### src/design/quintic_curve_heading_curvature_assert.svh
// Assertion macros for the quintic curve block.
`ifndef QUINTIC_CURVE_HEADING_CURVATURE_ASSERT_SVH
`define QUINTIC_CURVE_HEADING_CURVATURE_ASSERT_SVH

// Same-cycle implication.
`define QCHC_AST_IMP(lbl, ck, rs, ante, cons) \
  lbl: assert property (@(posedge ck) disable iff (rs) (ante) |-> (cons)) \
    else $error("same-cycle check failed");

// Next-cycle implication.
`define QCHC_AST_NXT(lbl, ck, rs, ante, cons) \
  lbl: assert property (@(posedge ck) disable iff (rs) (ante) |=> (cons)) \
    else $error("next-cycle check failed");

`endif

### src/design/qchc_pkg.sv
package qchc_pkg;

  localparam int X_FRAC_BITS      = 16;
  localparam int COEF_FRAC_BITS   = 48;
  localparam int CORDIC_STEPS_DEF = 20;

  localparam int NCOEF     = 6;
  localparam int CFG_IDX_W = $clog2(NCOEF);
  localparam int COEF_W    = 64;
  localparam int X_W       = 32;
  localparam int OUT_W     = 32;
  localparam int HEAD_W    = 18;

  // polynomial lanes
  localparam int ACC_W      = 256;
  localparam int LIMBS      = ACC_W / 32;
  localparam int NLANES     = 3;
  localparam int LANE_Y     = 0;
  localparam int LANE_S     = 1;
  localparam int LANE_P     = 2;
  localparam int POLY_STEPS = 5;
  localparam int PCELL_LAT  = 3;

  localparam int S_MULT [4+1] = '{5, 4, 3, 2, 1};
  localparam int P_MULT [4]   = '{20, 12, 6, 2};

  // heading
  localparam int    CX_W        = 50;
  localparam int    Z_W         = 34;
  localparam int    CORDIC_FRAC = 30;
  localparam int    HROUND      = CORDIC_FRAC - X_FRAC_BITS;
  localparam longint HALF_PI_Q30 = 64'd1686629713;
  localparam longint HMAX = (HALF_PI_Q30 + (64'd1 << (HROUND - 1))) >> HROUND;

  localparam int ATAN_Q30 [32] = '{
    843314857, 497837829, 263043837, 133525159, 67021687, 33543516,
    16775851, 8388437, 4194283, 2097149, 1048576, 524288, 262144, 131072,
    65536, 32768, 16384, 8192, 4096, 2048, 1024, 512, 256, 128, 64, 32,
    16, 8, 4, 2, 1, 0
  };

  // curvature
  localparam int U_W        = 64;
  localparam int SQRT_STEPS = 32;
  localparam int NUM_W      = X_W + 3 * X_FRAC_BITS;
  localparam int DEN_W      = U_W + 32;
  localparam int Q_W        = 33;
  localparam int CURV_LAT   = 1 + SQRT_STEPS + 2 + Q_W + 2;

  typedef logic [NCOEF-1:0][COEF_W-1:0] coef_set_t;
  typedef logic [NLANES-1:0][ACC_W-1:0] lanes_t;

  typedef struct packed {
    logic [U_W-1:0]   u;
    logic [OUT_W-1:0] mag;
    logic             neg;
  } kside_t;

  // Horner term for a lane at step j, already scaled to the accumulator grid.
  function automatic logic [ACC_W-1:0] poly_term(input int lane, input int j,
                                                  input coef_set_t c);
    logic [ACC_W-1:0] v;
    logic [CFG_IDX_W-1:0] idx;
    int m;
    int sh;
    idx = '0;
    m   = 0;
    sh  = 0;
    unique case (lane)
      LANE_Y: begin
        if (j <= POLY_STEPS) begin
          idx = CFG_IDX_W'(POLY_STEPS - j);
          m   = 1;
          sh  = X_FRAC_BITS * j;
        end
      end
      LANE_S: begin
        if (j >= 1) begin
          idx = CFG_IDX_W'(POLY_STEPS + 1 - j);
          m   = S_MULT[j-1];
          sh  = X_FRAC_BITS * (j - 1);
        end
      end
      LANE_P: begin
        if (j >= 2) begin
          idx = CFG_IDX_W'(POLY_STEPS + 2 - j);
          m   = P_MULT[j-2];
          sh  = X_FRAC_BITS * (j - 2);
        end
      end
      default: m = 0;
    endcase
    v = {{(ACC_W-COEF_W){c[idx][COEF_W-1]}}, c[idx]};
    return (v * ACC_W'(m)) << sh;
  endfunction

  function automatic int rnd_shift(input int lane);
    return COEF_FRAC_BITS + (POLY_STEPS - 1 - lane) * X_FRAC_BITS;
  endfunction

  // arithmetic shift, then clamp to signed 32 bits
  function automatic logic [OUT_W-1:0] sat_shift(input logic [ACC_W-1:0] v, input int s);
    logic [ACC_W-1:0] t;
    t = ACC_W'($signed(v) >>> s);
    if ((&t[ACC_W-1:OUT_W-1]) || !(|t[ACC_W-1:OUT_W-1])) begin
      return t[OUT_W-1:0];
    end
    return v[ACC_W-1] ? {1'b1, {(OUT_W-1){1'b0}}} : {1'b0, {(OUT_W-1){1'b1}}};
  endfunction

endpackage

### src/design/qchc_scell.sv
module qchc_scell #(
  parameter int K = 0
) (
  input  logic                      clk,
  input  logic                      en,
  input  logic [qchc_pkg::U_W-1:0]  v_in,
  input  logic [qchc_pkg::U_W-1:0]  r_in,
  input  qchc_pkg::kside_t          side_in,
  output logic [qchc_pkg::U_W-1:0]  v_out,
  output logic [qchc_pkg::U_W-1:0]  r_out,
  output qchc_pkg::kside_t          side_out
);

  localparam logic [qchc_pkg::U_W-1:0] BITV = qchc_pkg::U_W'(1) << (62 - 2 * K);

  logic [qchc_pkg::U_W-1:0] trial;

  assign trial = r_in + BITV;

  // one result bit of the square root per cell
  always_ff @(posedge clk) begin
    if (en) begin
      side_out <= side_in;
      if (v_in >= trial) begin
        v_out <= v_in - trial;
        r_out <= (r_in >> 1) + BITV;
      end else begin
        v_out <= v_in;
        r_out <= r_in >> 1;
      end
    end
  end

endmodule

### config.mk
export PLATFORM = sky130hd
export DESIGN_NAME = qchc_scell
export DESIGN_NICKNAME = d
export VERILOG_FILES = /design/src/design/quintic_curve_heading_curvature_assert.svh /design/src/design/qchc_pkg.sv /design/src/design/qchc_scell.sv
export SDC_FILE = /design/constraint.sdc
export NUM_CORES = 1
export LEC_CHECK = 0
export BUFFER_PORTS_ARGS = -buffer_cell sky130_fd_sc_hd__buf_2
export CORE_MARGIN = 1.5
export CORE_UTILIZATION = 30
export CTS_CLUSTER_DIAMETER = 100
export CTS_CLUSTER_SIZE = 40
export DETAILED_ROUTE_END_ITERATION = 8
export GPL_TIMING_DRIVEN = 0
export PLACE_DENSITY_LB_ADDON = 0.08
export SLEW_MARGIN = 20
export SYNTH_ARGS = -nofsm -noshare
export SYNTH_HDL_FRONTEND = slang
export SYNTH_SLANG_ARGS = --single-unit
### constraint.sdc
create_clock -name clk -period 7.7 [get_ports clk]
set_input_delay 1.54 -clock clk [delete_from_list [all_inputs] [get_ports clk]]
set_output_delay 1.54 -clock clk [all_outputs]
set_load 0.02 [all_outputs]
Word-level counts from Yosys, hierarchy flattened --
Index checks and enable logic that the tools add are counted.
Word-level totals: bits in registers 225, input port bits 227, output and inout bits 225, logic and storage cells 12
Cells by class: $add $sub $neg 3, magnitude comparators 1, mux-type cells 2
Operator list (count):
- $add 63x63->64 const B | 1
- $add 64x63->64 const B | 1
- $ge 64x64->1 | 1
- $mux 64 | 1
- $sub 64x64->64 | 1
- $mux 63 | 1

Longest topological paths before layout --
depth after elaboration 3, gate-level depth with buffers 14

Least setup slack after synthesis --
No wires, ideal clock.
path kind in2reg, from in r_in[16] (netlist name), to reg v_out[60] (netlist name) (data pin), arrival time 4.142 ns, data required time 7.443 ns, path slack 3.300 ns, cell stages on the path 12, path buffers 0, cell sequence inv_1 ha_1 and2_1 nand3_1 or3_1 a41o_1 nor3_2 o21ai_1 o41ai_4 or4b_1 a21oi_1 nor3_1
Between the ends: longest elaborated chain between the ends 3, elaborated cells between the ends (all ways) 4, those cells by class add/sub (2); order compare (1); mux (1)
Ends and longest elaborated chain:
- start, declared | RTL line qchc_scell.sv:7 | input logic [qchc_pkg::U_W-1:0] r_in,
- $add 64x63->64 (*) | RTL line qchc_scell.sv:18 | assign trial = r_in + BITV;
- $sub 64x64->64 / $ge 64x64->1 (equally long branches) | RTL line qchc_scell.sv:25, qchc_scell.sv:24
- $mux 64 (*) | RTL line qchc_scell.sv:24 | if (v_in >= trial) begin
- end signal, assigned | RTL line qchc_scell.sv:25 | v_out <= v_in - trial;
- end signal, assigned | RTL line qchc_scell.sv:28 | v_out <= v_in;
- end, declared | RTL line qchc_scell.sv:9 | output logic [qchc_pkg::U_W-1:0] v_out,
Every way passes the cells marked *; elsewhere a longest branch is shown, timed or not. A chain may end at the register's enable or synchronous reset.

Final worst setup path --
from in r_in[3] (netlist name), to reg v_out[60] (netlist name) (data pin)
The elaborated chain is that of the path after synthesis.

==> impl_metrics.ini <==
[logic_synthesis]
synth_area_um2 = 11500
synth.avg_cell_area_um2 = 11.7
synthCells = 982
synthFlopType = edfxtp_1
synth_edf_count = 225
async_flop_share_pct = 0
ys_warn_count = 0
synth_seq_cells = 225
netlist.area_leader.share_pct = 58.6
synth.area.top_cells = edfxtp_1 (59%), ha_1 (6.9%), a21oi_1 (4.8%), a21o_1 (3.2%), xnor2_1 (2.7%)
synth_nets = 1274
synth_seq_area_share_pct = 58.6
ys_types = 58
yosysTopAreaCell = edfxtp_1

[worst_hold_path]
holdPathStages = 1
hold_class = in2reg

[final_layout]
fillers = 3817
fin_nets = 1742
most-common-layout-cells = buf_2 (461), edfxtp_1 (225), a21oi_1 (111), nor2_1 (82), inv_1 (78)
drive_gt1_share_pct = 34.7
synthToLayoutAreaGrowth_pct = 30.0
multi_input_area_um2 = 4320
seq_area_um2 = 6760
final_common_cell = buf_2

[global_routing]
grt_pass1_vias = 9146
track_usage_pct = 17.9
antenna_found_initial = 9
grt_pass1_wl_um = 53700
grt_max_degree = 99
overflow = 0

[die]
io_pins = 452
die_area_um2 = 39600
fp.dieW_um = 199
die_h_um = 199
rows = 71
core_um2 = 37800
start_util_pct = 30.5

[worst_setup_path]
crit_cells = 13
slowest_delay_ns = 0.62
cp_top_family = compound AO/OA/AOI/OAI gates
critPathMaxFanout = 6
worstPathRequired_ns = 8.04
crit_type = in2reg
cp-start-kind = input port
worstPathArrival_ns = 5.40
path_cells = buf_2 > inv_1 > ha_1 > o211ai_1 > a21oi_1 > o41ai_1 > nand4bb_1 > a31oi_1 > o21ai_1 > a21oi_1 > o21ai_0 > and4_1 > nor3_1
cp-end-kind = flip-flop
cp_slowest_cell = o41ai_1
worst-path-buf-inv = 2
path_common_cell = a21oi_1

[timing]
setup_viol_count_final = 0
fin_crit_ns = 5.06
fin_crit_sh_pct = 65.7
hold_viol = 0
slew-limit-headroom_pct = 53.1
rsz0062_at_grt = false
drv_slew = 0
worst_slew_pin_slew_ns = 0.694
fmax_mhz = 198
whs_ns = 1.19
tns_ns = 0

[detailed_routing]
met2WireLength_um = 18400
vias = 9209
ant_nets = 0
drt-initial-drc-count = 338
highest_layer = met5
finalWirelength_um = 36800
dr.pass1.iters = 4
drc = 0
dr_wl_met3_um = 2840
viasPerCell = 4.67
routedWlPerCell_um = 18.7
met1_length_um = 15100

[clocking]
cts-root-buf = clkbuf_16
hold_buffers = 0
path_clk_slew_ns = 0.13
htree_levels = 1
cts_tree = built
cts_buffers = 13
postCtsSetupRepairBufs = 0
clock-sinks = 225
clock_path_buffers = 3
cts_resized = 0

[job]
cap_violations = 0

[placed_design]
dp_hpwl_um = 29700
finalWeightedCongestion = 0.803
portBuffers = 451

[run_status]
status = finished clean

[power]
p_leak_nw = 6.68
power_density_nw_per_um2 = 215
vdd_drop_max_mv = 0.167
==> layout make-up <==
cell class | count | share of cell area, %
Clock buffer | 13 | 2.17
Timing Repair Buffer | 453 | 15.5
Multi-Input combinational cell | 642 | 28.8
Antenna cell | 4 | 0.0668
Inverter | 78 | 1.95
Buffer | 37 | 1.03
Tap cell | 511 | 4.27
Clock inverter | 8 | 1.08
Sequential cell | 225 | 45.1
==> cells by family after synthesis <==
family | count (synthesis) | share of synthesized area [%]
AOI/OAI and AO/OA | 272 | 14.8
DFF | 225 | 58.6
and+or+nand+nor | 234 | 9.85
muxes | 15 | 1.46
adders and majority gates | 65 | 7.12
buffers and inverters | 115 | 3.88
xor gates and xnor gates | 56 | 4.26
==> cell usage after synthesis (10+ instances only) <==
master	number
mux2_2	10
edfxtp_1	225
a21o_1	49
a21oi_1	111
ha_1	64
xor2_1	20
o21ai_0	40
xnor2_1	36
nand3_1	14
inv_1	78
o21bai_1	11
and3_1	13
nor3_1	11
nor2_1	82
buf_2	11
nor2b_1	10
and2_1	10
clkbuf_1	25
nand2_1	52
nand4_1	18
==> power breakdown <==
part	total, mW	switching [mW]	internal (mW)
Combinational	0.856	0.549	0.307
Sequential	1.52	0.0253	1.49
Clock	0.841	0.486	0.356
==> per-layer routing <==
layer / track usage (%) / up-vias
met5: 0 / -
met4: 3.23 / 10
met3: 4.93 / 33
met2: 32.3 / 281
met1: 21.3 / 4328
li1: - / 4557
==> through the flow <==
step	total power [mW]	instance area (µm²)	setup WS [ns]	util, %	std cells
2_1_floorplan	2.08	11500	3.30	-	982
3_3_place_gp	2.42	14400	1.75	38.2	1944
3_5_place_dp	2.42	14500	2.10	38.4	1946
4_1_cts	3.27	15000	2.65	39.7	1967
5_1_grt	3.39	15000	2.28	39.7	1969
6_report	3.22	15000	2.64	39.7	1971
==> final timing paths <==
check                    from      endpoint  slack (ns)
setup / recovery      r_in[3]     v_out[60]        2.64
hold / removal    side_in[57]  side_out[57]        1.19
==> state kept, by name, summed over array words and instances, names as in the netlist <==
signal / flops
side_out: 97
v_out: 64
r_out: 64
Power figures use the tool's default switching activity.
