## src/design/quintic_curve_heading_curvature_assert.svh

```systemverilog
// Assertion macros for the quintic curve block.
`ifndef QUINTIC_CURVE_HEADING_CURVATURE_ASSERT_SVH
`define QUINTIC_CURVE_HEADING_CURVATURE_ASSERT_SVH

// Same-cycle implication.
`define QCHC_AST_IMP(lbl, ck, rs, ante, cons) \
  lbl: assert property (@(posedge ck) disable iff (rs) (ante) |-> (cons)) \
    else $error("same-cycle check failed");

// Next-cycle implication.
`define QCHC_AST_NXT(lbl, ck, rs, ante, cons) \
  lbl: assert property (@(posedge ck) disable iff (rs) (ante) |=> (cons)) \
    else $error("next-cycle check failed");

`endif

```

## src/design/qchc_pkg.sv

```systemverilog
package qchc_pkg;

  localparam int X_FRAC_BITS      = 16;
  localparam int COEF_FRAC_BITS   = 48;
  localparam int CORDIC_STEPS_DEF = 20;

  localparam int NCOEF     = 6;
  localparam int CFG_IDX_W = $clog2(NCOEF);
  localparam int COEF_W    = 64;
  localparam int X_W       = 32;
  localparam int OUT_W     = 32;
  localparam int HEAD_W    = 18;

  // polynomial lanes
  localparam int ACC_W      = 256;
  localparam int LIMBS      = ACC_W / 32;
  localparam int NLANES     = 3;
  localparam int LANE_Y     = 0;
  localparam int LANE_S     = 1;
  localparam int LANE_P     = 2;
  localparam int POLY_STEPS = 5;
  localparam int PCELL_LAT  = 3;

  localparam int S_MULT [4+1] = '{5, 4, 3, 2, 1};
  localparam int P_MULT [4]   = '{20, 12, 6, 2};

  // heading
  localparam int    CX_W        = 50;
  localparam int    Z_W         = 34;
  localparam int    CORDIC_FRAC = 30;
  localparam int    HROUND      = CORDIC_FRAC - X_FRAC_BITS;
  localparam longint HALF_PI_Q30 = 64'd1686629713;
  localparam longint HMAX = (HALF_PI_Q30 + (64'd1 << (HROUND - 1))) >> HROUND;

  localparam int ATAN_Q30 [32] = '{
    843314857, 497837829, 263043837, 133525159, 67021687, 33543516,
    16775851, 8388437, 4194283, 2097149, 1048576, 524288, 262144, 131072,
    65536, 32768, 16384, 8192, 4096, 2048, 1024, 512, 256, 128, 64, 32,
    16, 8, 4, 2, 1, 0
  };

  // curvature
  localparam int U_W        = 64;
  localparam int SQRT_STEPS = 32;
  localparam int NUM_W      = X_W + 3 * X_FRAC_BITS;
  localparam int DEN_W      = U_W + 32;
  localparam int Q_W        = 33;
  localparam int CURV_LAT   = 1 + SQRT_STEPS + 2 + Q_W + 2;

  typedef logic [NCOEF-1:0][COEF_W-1:0] coef_set_t;
  typedef logic [NLANES-1:0][ACC_W-1:0] lanes_t;

  typedef struct packed {
    logic [U_W-1:0]   u;
    logic [OUT_W-1:0] mag;
    logic             neg;
  } kside_t;

  // Horner term for a lane at step j, already scaled to the accumulator grid.
  function automatic logic [ACC_W-1:0] poly_term(input int lane, input int j,
                                                  input coef_set_t c);
    logic [ACC_W-1:0] v;
    logic [CFG_IDX_W-1:0] idx;
    int m;
    int sh;
    idx = '0;
    m   = 0;
    sh  = 0;
    unique case (lane)
      LANE_Y: begin
        if (j <= POLY_STEPS) begin
          idx = CFG_IDX_W'(POLY_STEPS - j);
          m   = 1;
          sh  = X_FRAC_BITS * j;
        end
      end
      LANE_S: begin
        if (j >= 1) begin
          idx = CFG_IDX_W'(POLY_STEPS + 1 - j);
          m   = S_MULT[j-1];
          sh  = X_FRAC_BITS * (j - 1);
        end
      end
      LANE_P: begin
        if (j >= 2) begin
          idx = CFG_IDX_W'(POLY_STEPS + 2 - j);
          m   = P_MULT[j-2];
          sh  = X_FRAC_BITS * (j - 2);
        end
      end
      default: m = 0;
    endcase
    v = {{(ACC_W-COEF_W){c[idx][COEF_W-1]}}, c[idx]};
    return (v * ACC_W'(m)) << sh;
  endfunction

  function automatic int rnd_shift(input int lane);
    return COEF_FRAC_BITS + (POLY_STEPS - 1 - lane) * X_FRAC_BITS;
  endfunction

  // arithmetic shift, then clamp to signed 32 bits
  function automatic logic [OUT_W-1:0] sat_shift(input logic [ACC_W-1:0] v, input int s);
    logic [ACC_W-1:0] t;
    t = ACC_W'($signed(v) >>> s);
    if ((&t[ACC_W-1:OUT_W-1]) || !(|t[ACC_W-1:OUT_W-1])) begin
      return t[OUT_W-1:0];
    end
    return v[ACC_W-1] ? {1'b1, {(OUT_W-1){1'b0}}} : {1'b0, {(OUT_W-1){1'b1}}};
  endfunction

endpackage

```

## src/design/qchc_ccell.sv

```systemverilog
module qchc_ccell #(
  parameter int I = 0
) (
  input  logic                                 clk,
  input  logic                                 en,
  input  logic signed [qchc_pkg::CX_W-1:0]     cx_in,
  input  logic signed [qchc_pkg::CX_W-1:0]     cy_in,
  input  logic signed [qchc_pkg::Z_W-1:0]      z_in,
  output logic signed [qchc_pkg::CX_W-1:0]     cx_out,
  output logic signed [qchc_pkg::CX_W-1:0]     cy_out,
  output logic signed [qchc_pkg::Z_W-1:0]      z_out
);

  localparam logic signed [qchc_pkg::Z_W-1:0] ANG = qchc_pkg::Z_W'(qchc_pkg::ATAN_Q30[I]);

  always_ff @(posedge clk) begin
    if (en) begin
      if (!cy_in[qchc_pkg::CX_W-1]) begin
        cx_out <= cx_in + (cy_in >>> I);
        cy_out <= cy_in - (cx_in >>> I);
        z_out  <= z_in + ANG;
      end else begin
        cx_out <= cx_in - (cy_in >>> I);
        cy_out <= cy_in + (cx_in >>> I);
        z_out  <= z_in - ANG;
      end
    end
  end

endmodule

```

## config.mk

```make
export PLATFORM = sky130hd
export DESIGN_NAME = qchc_ccell
export DESIGN_NICKNAME = d
export VERILOG_FILES = /design/src/design/quintic_curve_heading_curvature_assert.svh /design/src/design/qchc_pkg.sv /design/src/design/qchc_ccell.sv
export SDC_FILE = /design/constraint.sdc
export NUM_CORES = 1
export LEC_CHECK = 0
export BUFFER_PORTS_ARGS = -buffer_cell sky130_fd_sc_hd__buf_2
export CORE_MARGIN = 5
export CORE_UTILIZATION = 40
export DETAILED_ROUTE_END_ITERATION = 6
export PLACE_DENSITY = 0.71
export SYNTH_ARGS = -nofsm -noshare
export SYNTH_HDL_FRONTEND = slang
export SYNTH_SLANG_ARGS = --single-unit
```

## constraint.sdc

```tcl
create_clock -name clk -period 4.7 [get_ports clk]
set_input_delay 0.705 -clock clk [delete_from_list [all_inputs] [get_ports clk]]
set_output_delay 0.705 -clock clk [all_outputs]
set_load 0.05 [all_outputs]
```

# Word-level counts from Yosys, hierarchy flattened

Index checks and enable logic that the tools add are counted.

$add $sub $neg: 5
$mul: 0
Divide/modulo/power cells: 0
Order comparisons: 0
Equal/unequal tests: 0
Shift-type cells: 0
Mux-type cells: 3
Bitwise logic cells: 0
Reductions and logical operators: 0

Operators with widths:

| kind                                                | number |
|---|---|
| two-way mux 50 bit                                  | 2 |
| subtractor 50 bit                                   | 2 |
| adder 50 bit                                        | 1 |
| adder 34 x 31 -> 34 bit, second input constant      | 1 |
| two-way mux 34 bit                                  | 1 |
| subtractor 34 x 31 -> 34 bit, second input constant | 1 |

Register bits after elaboration: 134
Bits in latches: 0
Memory bits (writable): 0
Memory bits (read-only): 0
Input port bits: 136
Logic and storage cells: 11
Memories: 0

# Longest topological paths before layout

Word-level depth: 2
Mapped depth: 13
Gate-level depth less buffers: 12

# Worst setup path after synthesis

No wires, ideal clock.

Path type: in2reg
From: input cy_in[49] in the netlist's numbering
To: register z_out[28] in the netlist's numbering (data pin)
Setup time: 259 ps
Data arrival time: 3672 ps
Data required time: 4441 ps
Slack: 769 ps
Stages on the path: 13
Buffers on the path: 2
Cells stage by stage: inv_1 clkbuf_1 clkbuf_1 ha_1 nand2_1 nand2_1 a21o_1 a211oi_1 a21oi_1 a211oi_1 o21ai_0 a31oi_1 xnor2_1

Word-level cells in the longest chain between the ends: 1

RTL lines:

| item                   | line             | source |
|---|---|---|
| start: declaration     | qchc_ccell.sv:7  | `input logic signed [qchc_pkg::CX_W-1:0] cy_in,` |
| two-way mux 34 bit     | qchc_ccell.sv:18 | `if (!cy_in[qchc_pkg::CX_W-1]) begin` |
| end signal: assignment | qchc_ccell.sv:21 | `z_out <= z_in + ANG;` |
| end signal: assignment | qchc_ccell.sv:25 | `z_out <= z_in - ANG;` |
| end: declaration       | qchc_ccell.sv:11 | `output logic signed [qchc_pkg::Z_W-1:0] z_out` |

Every way passes these cells.
A chain may end at the register's enable or synchronous reset.

# Worst setup path in the final report

From: input cx_in[16] in the netlist's numbering
To: register cx_out[41] in the netlist's numbering (data pin)

Word-level cells in the longest chain between the ends: 2

RTL lines:

| item                                                     | line                               | source |
|---|---|---|
| start: declaration                                       | qchc_ccell.sv:6                    | `input logic signed [qchc_pkg::CX_W-1:0] cx_in,` |
| adder 50 bit / subtractor 50 bit (equally long branches) | qchc_ccell.sv:19, qchc_ccell.sv:23 |  |
| two-way mux 50 bit *                                     | qchc_ccell.sv:18                   |  |
| end signal: assignment                                   | qchc_ccell.sv:19                   | `cx_out <= cx_in + (cy_in >>> I);` |
| end signal: assignment                                   | qchc_ccell.sv:23                   | `cx_out <= cx_in - (cy_in >>> I);` |
| end: declaration                                         | qchc_ccell.sv:9                    | `output logic signed [qchc_pkg::CX_W-1:0] cx_out,` |

Mark *: on every way between the ends. The rest lies on a longest branch, timed or not.

==> summary.md <==
| Metric | Value |
|---|---|
| Outcome | finished clean |
| Via total after detailed routing | 15220 |
| Sequential share of the synthesized area | 26.87% |
| Largest net degree at the start of global routing | 84 |
| Resize count post-CTS | 0 |
| Share of post-route cells with drive strength above 1 | 16.90% |
| Worst Hold Class | in2reg |
| DP HPWL | 44940 um |
| Starting density of the core | 40.60% |
| Post-synthesis instance area | 14860 um2 |
| Nets | 2379 |
| Critical-path maximum fanout | 16 |
| Max Root-Sink Buffers | 2 |
| Arrival time of data at the critical path endpoint | 4.19 ns |
| Final instance area | 17370 um2 |
| RSZ-0062 raised after global routing | no |
| Max_cap viols | 0 |
| Initial antenna violation count | 4 |
| Max Clk Rate | 249.3 MHz |
| Post-synthesis average cell area | 8.221 um2 |
| DIE WIDTH | 202.8 um |
| Weighted congestion at the end of routability-driven global placement | 0.9857 |
| Top_reg_cell synth | sky130_fd_sc_hd__edfxtp_1 |
| Average vias per placed instance | 5.993 |
| TritonCTS buffer count | 17 |
| Setup CP Type | in2reg |
| Gate count of the mapped netlist | 1808 |
| Grt ovf | 0 |
| Wire length of the first global-routing pass | 85520 um |
| Most frequent cells in the layout | sky130_fd_sc_hd__buf_2, sky130_fd_sc_hd__a21oi_1, sky130_fd_sc_hd__ha_1 |
| Area of the die | 41120 um2 |
| Area share of the largest cell type after synthesis | 26.87% |
| Number of DRC violations after detailed routing | 0 |
| Total negative slack | 0 ns |
| Top cell type by total area after synthesis | sky130_fd_sc_hd__edfxtp_1 |
| Worst IR Drop VDD | 0.2778 mV |
| Worst-path clk slew | 0.06 ns |
| Fraction of synthesis flops using an asynchronous set or reset pin | 0% |
| Cts-stage hold buffer count | 0 |
| Post-route ant nets | 0 |
| All-layer global routing usage | 26.20% |
| Slew headroom | 33.53% |
| Number of global-route vias before repair | 14690 |
| H-tree levels | 4 |
| Sort of element at the start of the critical path | primary input |
| Tmin final | 4.011 ns |
| Setup violations, final | 0 |
| Top cells by area, synth | sky130_fd_sc_hd__edfxtp_1, sky130_fd_sc_hd__ha_1, sky130_fd_sc_hd__a21oi_1 |
| Rows | 70 |
| Worst-margin pin slew | 0.9971 ns |
| Endpoint type of the worst setup path | flip-flop |
| Total count of hold-check failures in the final report | 0 |
| Final Instance Count excl. Fillers | 2539 |
| Total number of clock tree sinks | 133 |
| Inst Count DP | 2509 |
| Final wirelength | 55970 um |
| Total power | 5.752 mW |
| Endpoint required time on the critical path | 4.88 ns |
| Placed Area | 16780 um2 |
| Buffer cell driving the clock tree root | sky130_fd_sc_hd__clkbuf_16 |
| IO Count | 270 |
| Number of enable flip-flop cells after synthesis | 133 |
| Height of the chip | 202.8 um |
| Average routed wire per standard cell | 22.04 um |
| Number of port buffers | 269 |
| Worst Hold Path Cells | 2 |
| Area growth syn-to-layout | 16.87% |
| Clock tree from TritonCTS | built |
| Number of distinct standard cells referenced by the synthesized netlist | 81 |
| Post-CTS setup repair buffer count | 0 |
| Area inside the core boundary | 36610 um2 |
| Number of nets in the synthesized netlist | 2127 |
| Slew Limit Fails | 0 |
| Post-route setup slack | 0.6895 ns |
| Number of inserted diodes | 0 |
| Leading cell type in the layout, fill and taps excluded | sky130_fd_sc_hd__buf_2 |
| Final-layout worst hold slack | 0.5540 ns |
| Post-layout util | 47.45% |
| Final period util | 85.33% |
| Power per cell area | 331.1 nW/um2 |
| Warning count from the yosys run | 0 |
| Number of design-rule violations left by the first detailed-router iteration | 1497 |
| Number of filler instances in the final layout | 3616 |
| Placement Setup Slack | 0.3348 ns |
| First-pass iteration count of the detailed router | 5 |
| Leakage dissipation | 7.602 nW |
| Flop and latch count out of synthesis | 133 |
[cells in the mapped netlist (23+ instances only)]
| library cell | instances |
|---|---|
| sky130_fd_sc_hd__nand2_1 | 108 |
| sky130_fd_sc_hd__o21a_1 | 23 |
| sky130_fd_sc_hd__nor2_1 | 122 |
| sky130_fd_sc_hd__inv_1 | 159 |
| sky130_fd_sc_hd__edfxtp_1 | 133 |
| sky130_fd_sc_hd__a21o_1 | 37 |
| sky130_fd_sc_hd__a21oi_1 | 266 |
| sky130_fd_sc_hd__o31ai_1 | 30 |
| sky130_fd_sc_hd__ha_1 | 179 |
| sky130_fd_sc_hd__o21bai_1 | 57 |
| sky130_fd_sc_hd__xnor2_1 | 108 |
| sky130_fd_sc_hd__clkbuf_1 | 43 |
| sky130_fd_sc_hd__a211oi_1 | 24 |
| sky130_fd_sc_hd__o21ai_0 | 106 |
| sky130_fd_sc_hd__nand3_1 | 36 |
| sky130_fd_sc_hd__nand4_1 | 32 |
| sky130_fd_sc_hd__nor3_1 | 40 |
[final timing paths]
path / from / to
worst min-delay path: z_in[0] / z_out[0]
worst max-delay path: cx_in[16] / cx_out[41]
[layout make-up]
class	instances	area, um2	share of cell area [%]
multi-input cells	1438	9961	57.34
flip-flops and latches	133	3994	22.99
repair buffers	303	1610	9.270
inverters	167	626.9	3.608
well taps	468	585.6	3.371
clock buffers	20	436.7	2.514
clock inverters	10	157.7	0.9075
[metal layers]
metal  vias to the layer above  routed length, um  GRT usage, %
met5                         -                 55             0
met4                         8               1435         7.590
met3                        98               4357         4.217
met2                       712              25280         42.11
met1                      7273              24840         36.53
li1                       7126                  -             -
[state kept, by name, summed over array words and instances (netlist names)]
signal and cells:
cy_out 49, cx_out 50, z_out 34
[where the power goes]
group | total, mW | internal [mW] | switching, mW | leakage, nW
registers | 1.65 | 1.58 | 0.0697 | 1.30
clock network | 1.42 | 0.879 | 0.538 | 0.293
logic | 2.68 | 0.766 | 1.91 | 6.01
[worst max-delay path, stage by stage]
cell	delay [ns]
sky130_fd_sc_hd__buf_2	0.10
sky130_fd_sc_hd__inv_1	0.05
sky130_fd_sc_hd__ha_1	0.67
sky130_fd_sc_hd__inv_1	0.26
sky130_fd_sc_hd__a21oi_1	0.33
sky130_fd_sc_hd__o31ai_1	0.20
sky130_fd_sc_hd__a2111oi_2	0.51
sky130_fd_sc_hd__o21ai_2	0.22
sky130_fd_sc_hd__a41o_1	0.41
sky130_fd_sc_hd__a41oi_1	0.42
sky130_fd_sc_hd__o21bai_1	0.14
sky130_fd_sc_hd__xnor2_1	0.17
[logic make-up after synthesis]
logic type	share of synthesized area (%)
AO/OA/AOI/OAI	28.75
XOR/XNOR	7.483
adder cells (fa/ha/maj)	15.61
buffers and inverters	6.119
flip-flops	26.87
multiplexers	1.347
AND/OR/NAND/NOR	13.82
Note: power is estimated with default switching activity, not from simulation.
