==> config.mk <==
export PLATFORM = sky130hd
export DESIGN_NAME = qchc_dcell
export DESIGN_NICKNAME = d
export VERILOG_FILES = /design/src/design/quintic_curve_heading_curvature_assert.svh /design/src/design/qchc_pkg.sv /design/src/design/qchc_dcell.sv
export SDC_FILE = /design/constraint.sdc
export NUM_CORES = 1
export LEC_CHECK = 0
export BUFFER_PORTS_ARGS = -buffer_cell sky130_fd_sc_hd__buf_2
export CAP_MARGIN = 20
export CORE_ASPECT_RATIO = 0.9
export CORE_MARGIN = 5
export CORE_UTILIZATION = 50
export DETAILED_ROUTE_END_ITERATION = 7
export PLACE_DENSITY = 0.83
export SLEW_MARGIN = 20
export SYNTH_ARGS = -nofsm -noshare
export SYNTH_HDL_FRONTEND = slang
export SYNTH_SLANG_ARGS = --single-unit
export TNS_END_PERCENT = 5
==> constraint.sdc <==
create_clock -name clk -period 6.63 [get_ports clk]
set_input_delay 0.663 -clock clk [delete_from_list [all_inputs] [get_ports clk]]
set_output_delay 0.663 -clock clk [all_outputs]
set_load 0.005 [all_outputs]
==> src/design/quintic_curve_heading_curvature_assert.svh <==
// Assertion macros for the quintic curve block.
`ifndef QUINTIC_CURVE_HEADING_CURVATURE_ASSERT_SVH
`define QUINTIC_CURVE_HEADING_CURVATURE_ASSERT_SVH

// Same-cycle implication.
`define QCHC_AST_IMP(lbl, ck, rs, ante, cons) \
  lbl: assert property (@(posedge ck) disable iff (rs) (ante) |-> (cons)) \
    else $error("same-cycle check failed");

// Next-cycle implication.
`define QCHC_AST_NXT(lbl, ck, rs, ante, cons) \
  lbl: assert property (@(posedge ck) disable iff (rs) (ante) |=> (cons)) \
    else $error("next-cycle check failed");

`endif

==> src/design/qchc_pkg.sv <==
package qchc_pkg;

  localparam int X_FRAC_BITS      = 16;
  localparam int COEF_FRAC_BITS   = 48;
  localparam int CORDIC_STEPS_DEF = 20;

  localparam int NCOEF     = 6;
  localparam int CFG_IDX_W = $clog2(NCOEF);
  localparam int COEF_W    = 64;
  localparam int X_W       = 32;
  localparam int OUT_W     = 32;
  localparam int HEAD_W    = 18;

  // polynomial lanes
  localparam int ACC_W      = 256;
  localparam int LIMBS      = ACC_W / 32;
  localparam int NLANES     = 3;
  localparam int LANE_Y     = 0;
  localparam int LANE_S     = 1;
  localparam int LANE_P     = 2;
  localparam int POLY_STEPS = 5;
  localparam int PCELL_LAT  = 3;

  localparam int S_MULT [4+1] = '{5, 4, 3, 2, 1};
  localparam int P_MULT [4]   = '{20, 12, 6, 2};

  // heading
  localparam int    CX_W        = 50;
  localparam int    Z_W         = 34;
  localparam int    CORDIC_FRAC = 30;
  localparam int    HROUND      = CORDIC_FRAC - X_FRAC_BITS;
  localparam longint HALF_PI_Q30 = 64'd1686629713;
  localparam longint HMAX = (HALF_PI_Q30 + (64'd1 << (HROUND - 1))) >> HROUND;

  localparam int ATAN_Q30 [32] = '{
    843314857, 497837829, 263043837, 133525159, 67021687, 33543516,
    16775851, 8388437, 4194283, 2097149, 1048576, 524288, 262144, 131072,
    65536, 32768, 16384, 8192, 4096, 2048, 1024, 512, 256, 128, 64, 32,
    16, 8, 4, 2, 1, 0
  };

  // curvature
  localparam int U_W        = 64;
  localparam int SQRT_STEPS = 32;
  localparam int NUM_W      = X_W + 3 * X_FRAC_BITS;
  localparam int DEN_W      = U_W + 32;
  localparam int Q_W        = 33;
  localparam int CURV_LAT   = 1 + SQRT_STEPS + 2 + Q_W + 2;

  typedef logic [NCOEF-1:0][COEF_W-1:0] coef_set_t;
  typedef logic [NLANES-1:0][ACC_W-1:0] lanes_t;

  typedef struct packed {
    logic [U_W-1:0]   u;
    logic [OUT_W-1:0] mag;
    logic             neg;
  } kside_t;

  // Horner term for a lane at step j, already scaled to the accumulator grid.
  function automatic logic [ACC_W-1:0] poly_term(input int lane, input int j,
                                                  input coef_set_t c);
    logic [ACC_W-1:0] v;
    logic [CFG_IDX_W-1:0] idx;
    int m;
    int sh;
    idx = '0;
    m   = 0;
    sh  = 0;
    unique case (lane)
      LANE_Y: begin
        if (j <= POLY_STEPS) begin
          idx = CFG_IDX_W'(POLY_STEPS - j);
          m   = 1;
          sh  = X_FRAC_BITS * j;
        end
      end
      LANE_S: begin
        if (j >= 1) begin
          idx = CFG_IDX_W'(POLY_STEPS + 1 - j);
          m   = S_MULT[j-1];
          sh  = X_FRAC_BITS * (j - 1);
        end
      end
      LANE_P: begin
        if (j >= 2) begin
          idx = CFG_IDX_W'(POLY_STEPS + 2 - j);
          m   = P_MULT[j-2];
          sh  = X_FRAC_BITS * (j - 2);
        end
      end
      default: m = 0;
    endcase
    v = {{(ACC_W-COEF_W){c[idx][COEF_W-1]}}, c[idx]};
    return (v * ACC_W'(m)) << sh;
  endfunction

  function automatic int rnd_shift(input int lane);
    return COEF_FRAC_BITS + (POLY_STEPS - 1 - lane) * X_FRAC_BITS;
  endfunction

  // arithmetic shift, then clamp to signed 32 bits
  function automatic logic [OUT_W-1:0] sat_shift(input logic [ACC_W-1:0] v, input int s);
    logic [ACC_W-1:0] t;
    t = ACC_W'($signed(v) >>> s);
    if ((&t[ACC_W-1:OUT_W-1]) || !(|t[ACC_W-1:OUT_W-1])) begin
      return t[OUT_W-1:0];
    end
    return v[ACC_W-1] ? {1'b1, {(OUT_W-1){1'b0}}} : {1'b0, {(OUT_W-1){1'b1}}};
  endfunction

endpackage

==> src/design/qchc_dcell.sv <==
module qchc_dcell #(
  parameter int B = 0
) (
  input  logic                        clk,
  input  logic                        en,
  input  logic [qchc_pkg::NUM_W-1:0]  rem_in,
  input  logic [qchc_pkg::DEN_W-1:0]  den_in,
  input  logic [qchc_pkg::Q_W-1:0]    q_in,
  input  logic                        neg_in,
  output logic [qchc_pkg::NUM_W-1:0]  rem_out,
  output logic [qchc_pkg::DEN_W-1:0]  den_out,
  output logic [qchc_pkg::Q_W-1:0]    q_out,
  output logic                        neg_out
);

  localparam int T_W = qchc_pkg::DEN_W + qchc_pkg::Q_W - 1;

  logic [T_W-1:0] t;
  logic           fits;

  assign t    = T_W'(den_in) << B;
  assign fits = t <= T_W'(rem_in);

  // one quotient bit per cell, restoring
  always_ff @(posedge clk) begin
    if (en) begin
      den_out <= den_in;
      neg_out <= neg_in;
      rem_out <= fits ? rem_in - t[qchc_pkg::NUM_W-1:0] : rem_in;
      q_out   <= fits ? q_in | (qchc_pkg::Q_W'(1) << B) : q_in;
    end
  end

endmodule

== Word-level counts from Yosys, hierarchy flattened ==
Cells that the tools add are included.

* Flip-flop bits (word level): 210
* Input port bits: 212
* Logic and storage cells: 8

* Add/sub/neg operators: 1
* $lt $le $gt $ge: 1
* Mux-type cells: 1

{| class="wikitable"
|+ Operators with widths
! cell !! number
|-
| $le 96x80->1 || 1
|-
| $mux 80 || 1
|-
| $sub 80x80->80 || 1
|}

== Depth between registers and ports, before layout ==
Gate-level depths: netlist (run 1).

* Word-level depth: 2
* Mapped depth: 15

== Worst setup path after synthesis (run 1) ==
Ideal clock, no wire load.

* Path kind: in2reg
* Start: input port rem_in[17] in the netlist's numbering
* End: register rem_out[57] in the netlist's numbering, data pin
* Library setup time: 0.262 ns
* Arrival: 3.039 ns
* Setup slack: 3.329 ns
* Stages on the path: 13
* Path buffers: 1
* Cell sequence: inv_1 ha_1 buf_6 nand4_4 or4_4 a211oi_2 nor2_1 a221o_1 nand2_1 nand3_1 o21ai_1 xor2_1 mux2_1

* Word-level cells in the longest chain between the ends: 2

{| class="wikitable"
|+ Ends and longest elaborated chain
! what !! RTL line !! RTL
|-
| start, declared || qchc_dcell.sv:6 || <nowiki>input logic [qchc_pkg::NUM_W-1:0] rem_in,</nowiki>
|-
| $sub 80x80->80 / $le 96x80->1 (equally long branches) || qchc_dcell.sv:29, qchc_dcell.sv:22 ||
|-
| $mux 80 (*) || qchc_dcell.sv:29 || <nowiki>rem_out <= fits ? rem_in - t[qchc_pkg::NUM_W-1:0] : rem_in;</nowiki>
|-
| end signal, assigned || qchc_dcell.sv:29 ||
|-
| end, declared || qchc_dcell.sv:10 || <nowiki>output logic [qchc_pkg::NUM_W-1:0] rem_out,</nowiki>
|}

Mark *: on every way between the ends. The rest lies on a longest branch, timed or not.
A chain may end at the register's enable or synchronous reset.

== Worst setup path after layout (run 1) ==
* Start: input port rem_in[62] in the netlist's numbering
* End: register rem_out[57] in the netlist's numbering, data pin

* Word-level cells in the longest chain between the ends: 2

{| class="wikitable"
|+ Ends and longest elaborated chain
! what !! RTL line !! RTL
|-
| $le 96x80->1 || qchc_dcell.sv:22 || <nowiki>assign fits = t <= T_W'(rem_in);</nowiki>
|-
| $mux 80 || qchc_dcell.sv:29 ||
|}

No other way between the ends.

==> results.ini, run 1 <==
[routing]
routed_wl_mm=43.5
wl_per_cell_microns=19.6
route.detailed.drc=0
vias=12400
ant_nets=0
drtIter0Drc=1117
vias_per_cell=5.58
first_pass_iters=6

[yosys]
syn_area_per_cell_sq_um=9.76
ys.warnings.count=0
netlist.area_leader.share=0.441
synth-seq-cells=210
syn_nets=1838
synth_simple_gate_area_frac=0.113
synthMuxAreaShare=0.00507
yosys.area_share.adder=0.140
synth_edf_count=210
syn_inst=1466
synth-main-ff-cell=edfxtp_1
synth_compound_area_frac=0.175
synth_cell_types=75
syn_area_sq_um=14300
synth_xor_area_frac=0.0459
synth_top_family_by_area=compound AO/OA/AOI/OAI gates
ys_async_sr_fraction=0
yosysTopAreaCell=edfxtp_1
synthTopCellsByArea=edfxtp_1, ha_1, a21oi_1
yosysSeqAreaShare=0.441

[hold_path]
hp-class=in -> reg
min_path_cells=1

[timing]
fmax_mhz=251
hold_slack_ns=0.307
period_share=0.600
timing.slew.headroom=0.370
timing.final.ws_setup_ns=2.65
tightestPinTransition_ns=0.945
final.min_clock_period_ns=3.98
setup_viol_count_final=0
rsz0062_at_grt=false
fin_setup_tns_ns=0
finalHoldViolCount=0
slew_viol_final=0

[global_route]
grt-ovfl-total=0
grt_usage=0.253
first_global_vias=11900
grt_pass1_wl_mm=65.4
antenna_found_initial=10
grt_max_degree=92

[final_layout]
layout.area.seq_sq_um=6310
nFillCells=2391
fin_cells=2223
multiInputGateArea_sq_um=6860
area_growth_pct=20.2
layout.nets=2217
layout-drive-gt1-share=0.259
final_cell_mix=buf_2, edfxtp_1, inv_1, a21oi_1, ha_1
mostFrequentLayoutCell=buf_2

[floorplan]
dieArea_sq_um=32100
die_x_microns=188
num_rows=58
io_pins=422
start_util=0.509
die_h_microns=170
core_area_sq_um=28100

[clocking]
htree_levels=1
cts-root-buf=clkbuf_16
numCtsBuffers=24
cts_buffer_depth=3
tritoncts=done
cts_num_sinks=210
clk_pin_slew_ns=0.06
cts_hold_buffers=0
cts_setup_buffers=0
ctsResizeCount=0

[placed_design]
place_ws_ns=2.07
place.detailed.hpwl_mm=34.6
numPortBuffers=421
gp_congestion=0.931
dp_cells=2179

[job]
drv_cap=0

[setup_path]
max_stage_delay_ns=0.77
end_kind=flip-flop
arrival_ns=4.25
cp.required_ns=6.90
critical_path_class=in -> reg
crit_fanout=91
critPathLaunchType=input pin
path_cells=buf_2 -> inv_1 -> ha_1 -> nand2_1 -> nor2_1 -> nand4_1 -> nor3_1 -> nand3_1 -> nand4_1 -> and2_4 -> inv_1 -> mux2_1
cpMaxStageDelayCell=and2_4

[power_and_ir_drop]
leakage_nw=8.07
powerDensity_nw_per_um2=221
vdd_drop_max_mv=0.195

[run_status]
status=finished clean

[per-stage QoR]
stage / util / instance area [sq um] / power [mW]
3_5_place_dp: 0.585 / 16400 / 2.50
4_1_cts: 0.612 / 17200 / 3.82
6_report: 0.612 / 17200 / 3.80
5_1_grt: 0.612 / 17200 / 3.97
2_1_floorplan: - / 14300 / 2.15
3_3_place_gp: 0.585 / 16400 / 2.49
[state kept, by name, summed over array words and instances (netlist names)]
register and flops:
den_out 96, rem_out 80, q_out 33, neg_out 1
[cell families after synthesis]
family                   Yosys count
AND/OR/NAND/NOR                  351
XOR/XNOR                          75
multiplexers                       7
flip-flops                       210
buffers and inverters            246
adder cells (fa/ha/maj)          160
AO/OA/AOI/OAI                    417
[area by class of cell]
| class | count | share of cell area |
|---|---|---|
| sequential | 210 | 0.367 |
| clock inverter | 12 | 0.00866 |
| antenna | 4 | 0.000582 |
| timing repair buffer | 426 | 0.125 |
| inverter | 173 | 0.0378 |
| tap | 360 | 0.0262 |
| multi-input combinational | 1010 | 0.399 |
| clock buffer | 28 | 0.0358 |
[per-layer routing]
metal	vias up	track usage	wire length, microns
met1	5767	0.322	17700
met2	574	0.436	20800
met4	12	0.0839	1640
met3	102	0.0515	3350
li1	5955	-	-
met5	-	0	64
[critical path: cells and delay by family]
kind	cells	cell delay, ns
fa+ha+maj	1	0.46
simple gates	7	2.25
buf+inv	3	0.46
mux	1	0.39
[worst paths after layout]
| path | start | to | slack (ns) |
|---|---|---|---|
| max | rem_in[62] | rem_out[57]$_DFFE_PP_ | 2.65 |
| min | q_in[13] | q_out[13]$_DFFE_PP_ | 0.31 |
[synthesized netlist by cell type (12+ instances only)]
master,number
clkbuf_1,31
inv_1,173
nand2_1,136
nand3_1,19
ha_1,159
nor3_1,14
a21o_1,31
nand4_1,43
o21bai_1,12
o21ai_0,106
buf_2,17
a21oi_1,163
nor2_1,93
xnor2_1,38
xor2_1,37
edfxtp_1,210
o21ai_1,17
[report_power, final]
part / switching (mW) / internal (mW) / total (mW)
clock network: 0.539 / 0.777 / 1.32
logic: 0.530 / 0.347 / 0.877
registers: 0.0274 / 1.58 / 1.61
Power figures use the tool's default switching activity.
==> run 2: changes to the inputs <==
--- a/config.mk
+++ b/config.mk
@@ -5,13 +5,14 @@
 export SDC_FILE = /design/constraint.sdc
 export NUM_CORES = 1
 export LEC_CHECK = 0
+export ABC_AREA = 1
 export BUFFER_PORTS_ARGS = -buffer_cell sky130_fd_sc_hd__buf_2
 export CAP_MARGIN = 20
 export CORE_ASPECT_RATIO = 0.9
 export CORE_MARGIN = 5
 export CORE_UTILIZATION = 50
 export DETAILED_ROUTE_END_ITERATION = 7
-export PLACE_DENSITY = 0.83
+export PLACE_DENSITY = 0.81
 export SLEW_MARGIN = 20
 export SYNTH_ARGS = -nofsm -noshare
 export SYNTH_HDL_FRONTEND = slang
==> constraint.sdc (replaced) <==
create_clock -name clk -period 4 [get_ports clk]
set_input_delay 0.4 -clock clk [delete_from_list [all_inputs] [get_ports clk]]
set_output_delay 0.4 -clock clk [all_outputs]
set_load 0.005 [all_outputs]
==> run 2 against run 1 <==
Critical path depth grew 2. Flip-flop and latch count is the same. Worst hold slack lost 0.27 ns. Die area grew 18%. Final area grew 18%. Global-route usage grew 6.3 points. Clock-buffer cell count is the same. Wire length grew 42%. Non-clock buffer count grew 3. Critical endpoint is now rem_out[68]$_DFFE_PP_. Largest power group unchanged.
==> results.ini, run 2 <==
[global_route]
grt-ovfl-total=0
antenna_found_initial=2
grt_usage=0.316
first_global_vias=16800
grt_max_degree=107
grt_pass1_wl_mm=92.9

[power_and_ir_drop]
internal_power_mw=4.33
p_comb_frac=0.275
seqPwrFrac=0.413
vdd_drop_max_mv=0.374
clockPowerShare=0.312
p_sw_frac=0.327
switching_power_mw=2.11
powerDensity_nw_per_um2=318
leakage_nw=11.2

[yosys]
synth_top_family_by_area=simple AND/OR/NAND/NOR gates
yosys-top-cells-count=nand2_1, inv_1, edfxtp_1
syn_nets=2804
synth_edf_count=210
synth_compound_area_frac=0.0555
synthTopCellsByArea=edfxtp_1, nand2_1, ha_1
synth_xor_area_frac=0.0232
synth_simple_gate_area_frac=0.304
ys_async_sr_fraction=0
yosys.area_share.adder=0.118
syn_area_per_cell_sq_um=6.98
ys.warnings.count=0
yosysSeqAreaShare=0.371
syn_area_sq_um=17000
synthMuxAreaShare=0
yosysMostFrequentCell=nand2_1
yosysTopAreaCell=edfxtp_1
synth-seq-cells=210
netlist.area_leader.share=0.371
synth-main-ff-cell=edfxtp_1
synth_cell_types=33
syn_inst=2432

[routing]
route.detailed.drc=0
ant_nets=0
routed_wl_mm=62.0
wl_per_cell_microns=18.6
vias_per_cell=5.10
drtIter0Drc=1309
first_pass_iters=6
vias=17000

[final_layout]
layout-drive-gt1-share=0.173
largestRegisters=den_out x96, rem_out x80, q_out x33
fin_cells=3340
multiInputGateArea_sq_um=8510
layout.nets=3234
area_growth_pct=19.4
layout.area.seq_sq_um=6310
mostFrequentLayoutCell=nand2_1
post-route-util=0.600
nFillCells=3219
final_cell_mix=nand2_1, inv_1, buf_2, edfxtp_1, nor2_1
regMostFlops=den_out
largest_reg_flops=96

[floorplan]
dieArea_sq_um=37800
num_rows=64
io_pins=422
die_x_microns=204
start_util=0.503
die_h_microns=185
core_area_sq_um=33800

[clocking]
cts_buffer_depth=3
numCtsBuffers=23
cts_setup_buffers=0
htree_levels=1
cts_hold_buffers=0
cts-root-buf=clkbuf_16
cts_num_sinks=210
clk_pin_slew_ns=0.06
tritoncts=done
ctsResizeCount=0

[setup_path]
crit_family=simple AND/OR/NAND/NOR gates
arrival_ns=3.48
crit_top_cell=nand2_1
max_stage_delay_ns=0.69
crit_fanout=80
end_kind=flip-flop
path_cells=buf_2 -> inv_1 -> ha_1 -> nand2_1 -> nor2_2 -> nand2_2 -> nor2_4 -> nand2_1 -> nor2_2 -> nand2_2 -> nand2_4 -> buf_4 -> nand2_1 -> nand2_1
cpMaxStageDelayCell=buf_4
critPathLaunchType=input pin
crit_buf_inv=3
cp.required_ns=4.40
critical_path_class=in -> reg

[timing]
hold_slack_ns=0.0329
setup_viol_count_final=0
fmax_mhz=324
timing.slew.headroom=0.315
fin_setup_tns_ns=0
tightestPinTransition_ns=1.03
period_share=0.771
final.min_clock_period_ns=3.08
finalHoldViolCount=0
slew_viol_final=0
rsz0062_at_grt=false

[placed_design]
numPortBuffers=421
gp_congestion=1.03
place.detailed.hpwl_mm=51.8
dp_cells=3299

[hold_path]
hp-class=in -> reg

[job]
drv_cap=0

[run_status]
status=finished clean

run 2: changes by cell type after synthesis, sizes merged, moves of 28 or more:
cell | before | now
o21ai | 125 | 38
nand2 | 138 | 868
nor2 | 93 | 212
clkbuf | 36 | 8
nand3 | 19 | 163
inv | 173 | 529
nand4 | 44 | 11
xnor2 | 38 | 1
a21oi | 164 | 114
a21o | 33 | 1
run 2: area by class of cell:
class / count / area share
multi-input cells: 1664 / 0.420
clock inverters: 12 / 0.00450
flip-flops and latches: 210 / 0.311
well taps: 462 / 0.0285
clock buffers: 28 / 0.0293
inverters: 534 / 0.0988
repair buffers: 429 / 0.108
diodes: 1 / 0.000123
run 2: final timing paths:
path	startpoint	cells past startpoint	slack, ns	end
setup / recovery	rem_in[55]	14	0.92	rem_out[68]$_DFFE_PP_
hold / removal	q_in[27]	1	0.03	q_out[27]$_DFFE_PP_
run 2: metrics by stage:
| stage | instance area (sq um) | total power [mW] | setup WS (ns) |
|---|---|---|---|
| detailed placement | 19600 | 4.44 | 0.478 |
| global placement | 19600 | 4.41 | 0.523 |
| finish | 20300 | 6.44 | 0.917 |
| CTS | 20300 | 6.45 | 1.01 |
| floorplan | 17000 | 3.66 | 1.75 |
| global route | 20300 | 6.76 | 0.734 |
run 2: cells by family after synthesis:
group / count (synthesis)
compound gates: 176
flops: 210
simple gates: 1283
xor+xnor: 45
fa+ha+maj: 160
buf+inv: 558
run 2: power groups by stage:
stage          clock network [mW]  logic, mW  registers [mW]
2_1_floorplan                   0      0.925            2.73
3_3_place_gp                    0       1.71            2.70
3_5_place_dp                    0       1.74            2.70
4_1_cts                      2.04       1.75            2.66
5_1_grt                      2.13       1.95            2.67
6_report                     2.01       1.77            2.66
run 2: metal layers:
metal  up-vias  share of wire  track usage
li1       8349              -            -
met2       733           0.45        0.507
met5         -        0.00021            0
met4         2          0.018       0.0592
met1      7872           0.46        0.462
met3        63          0.080       0.0467
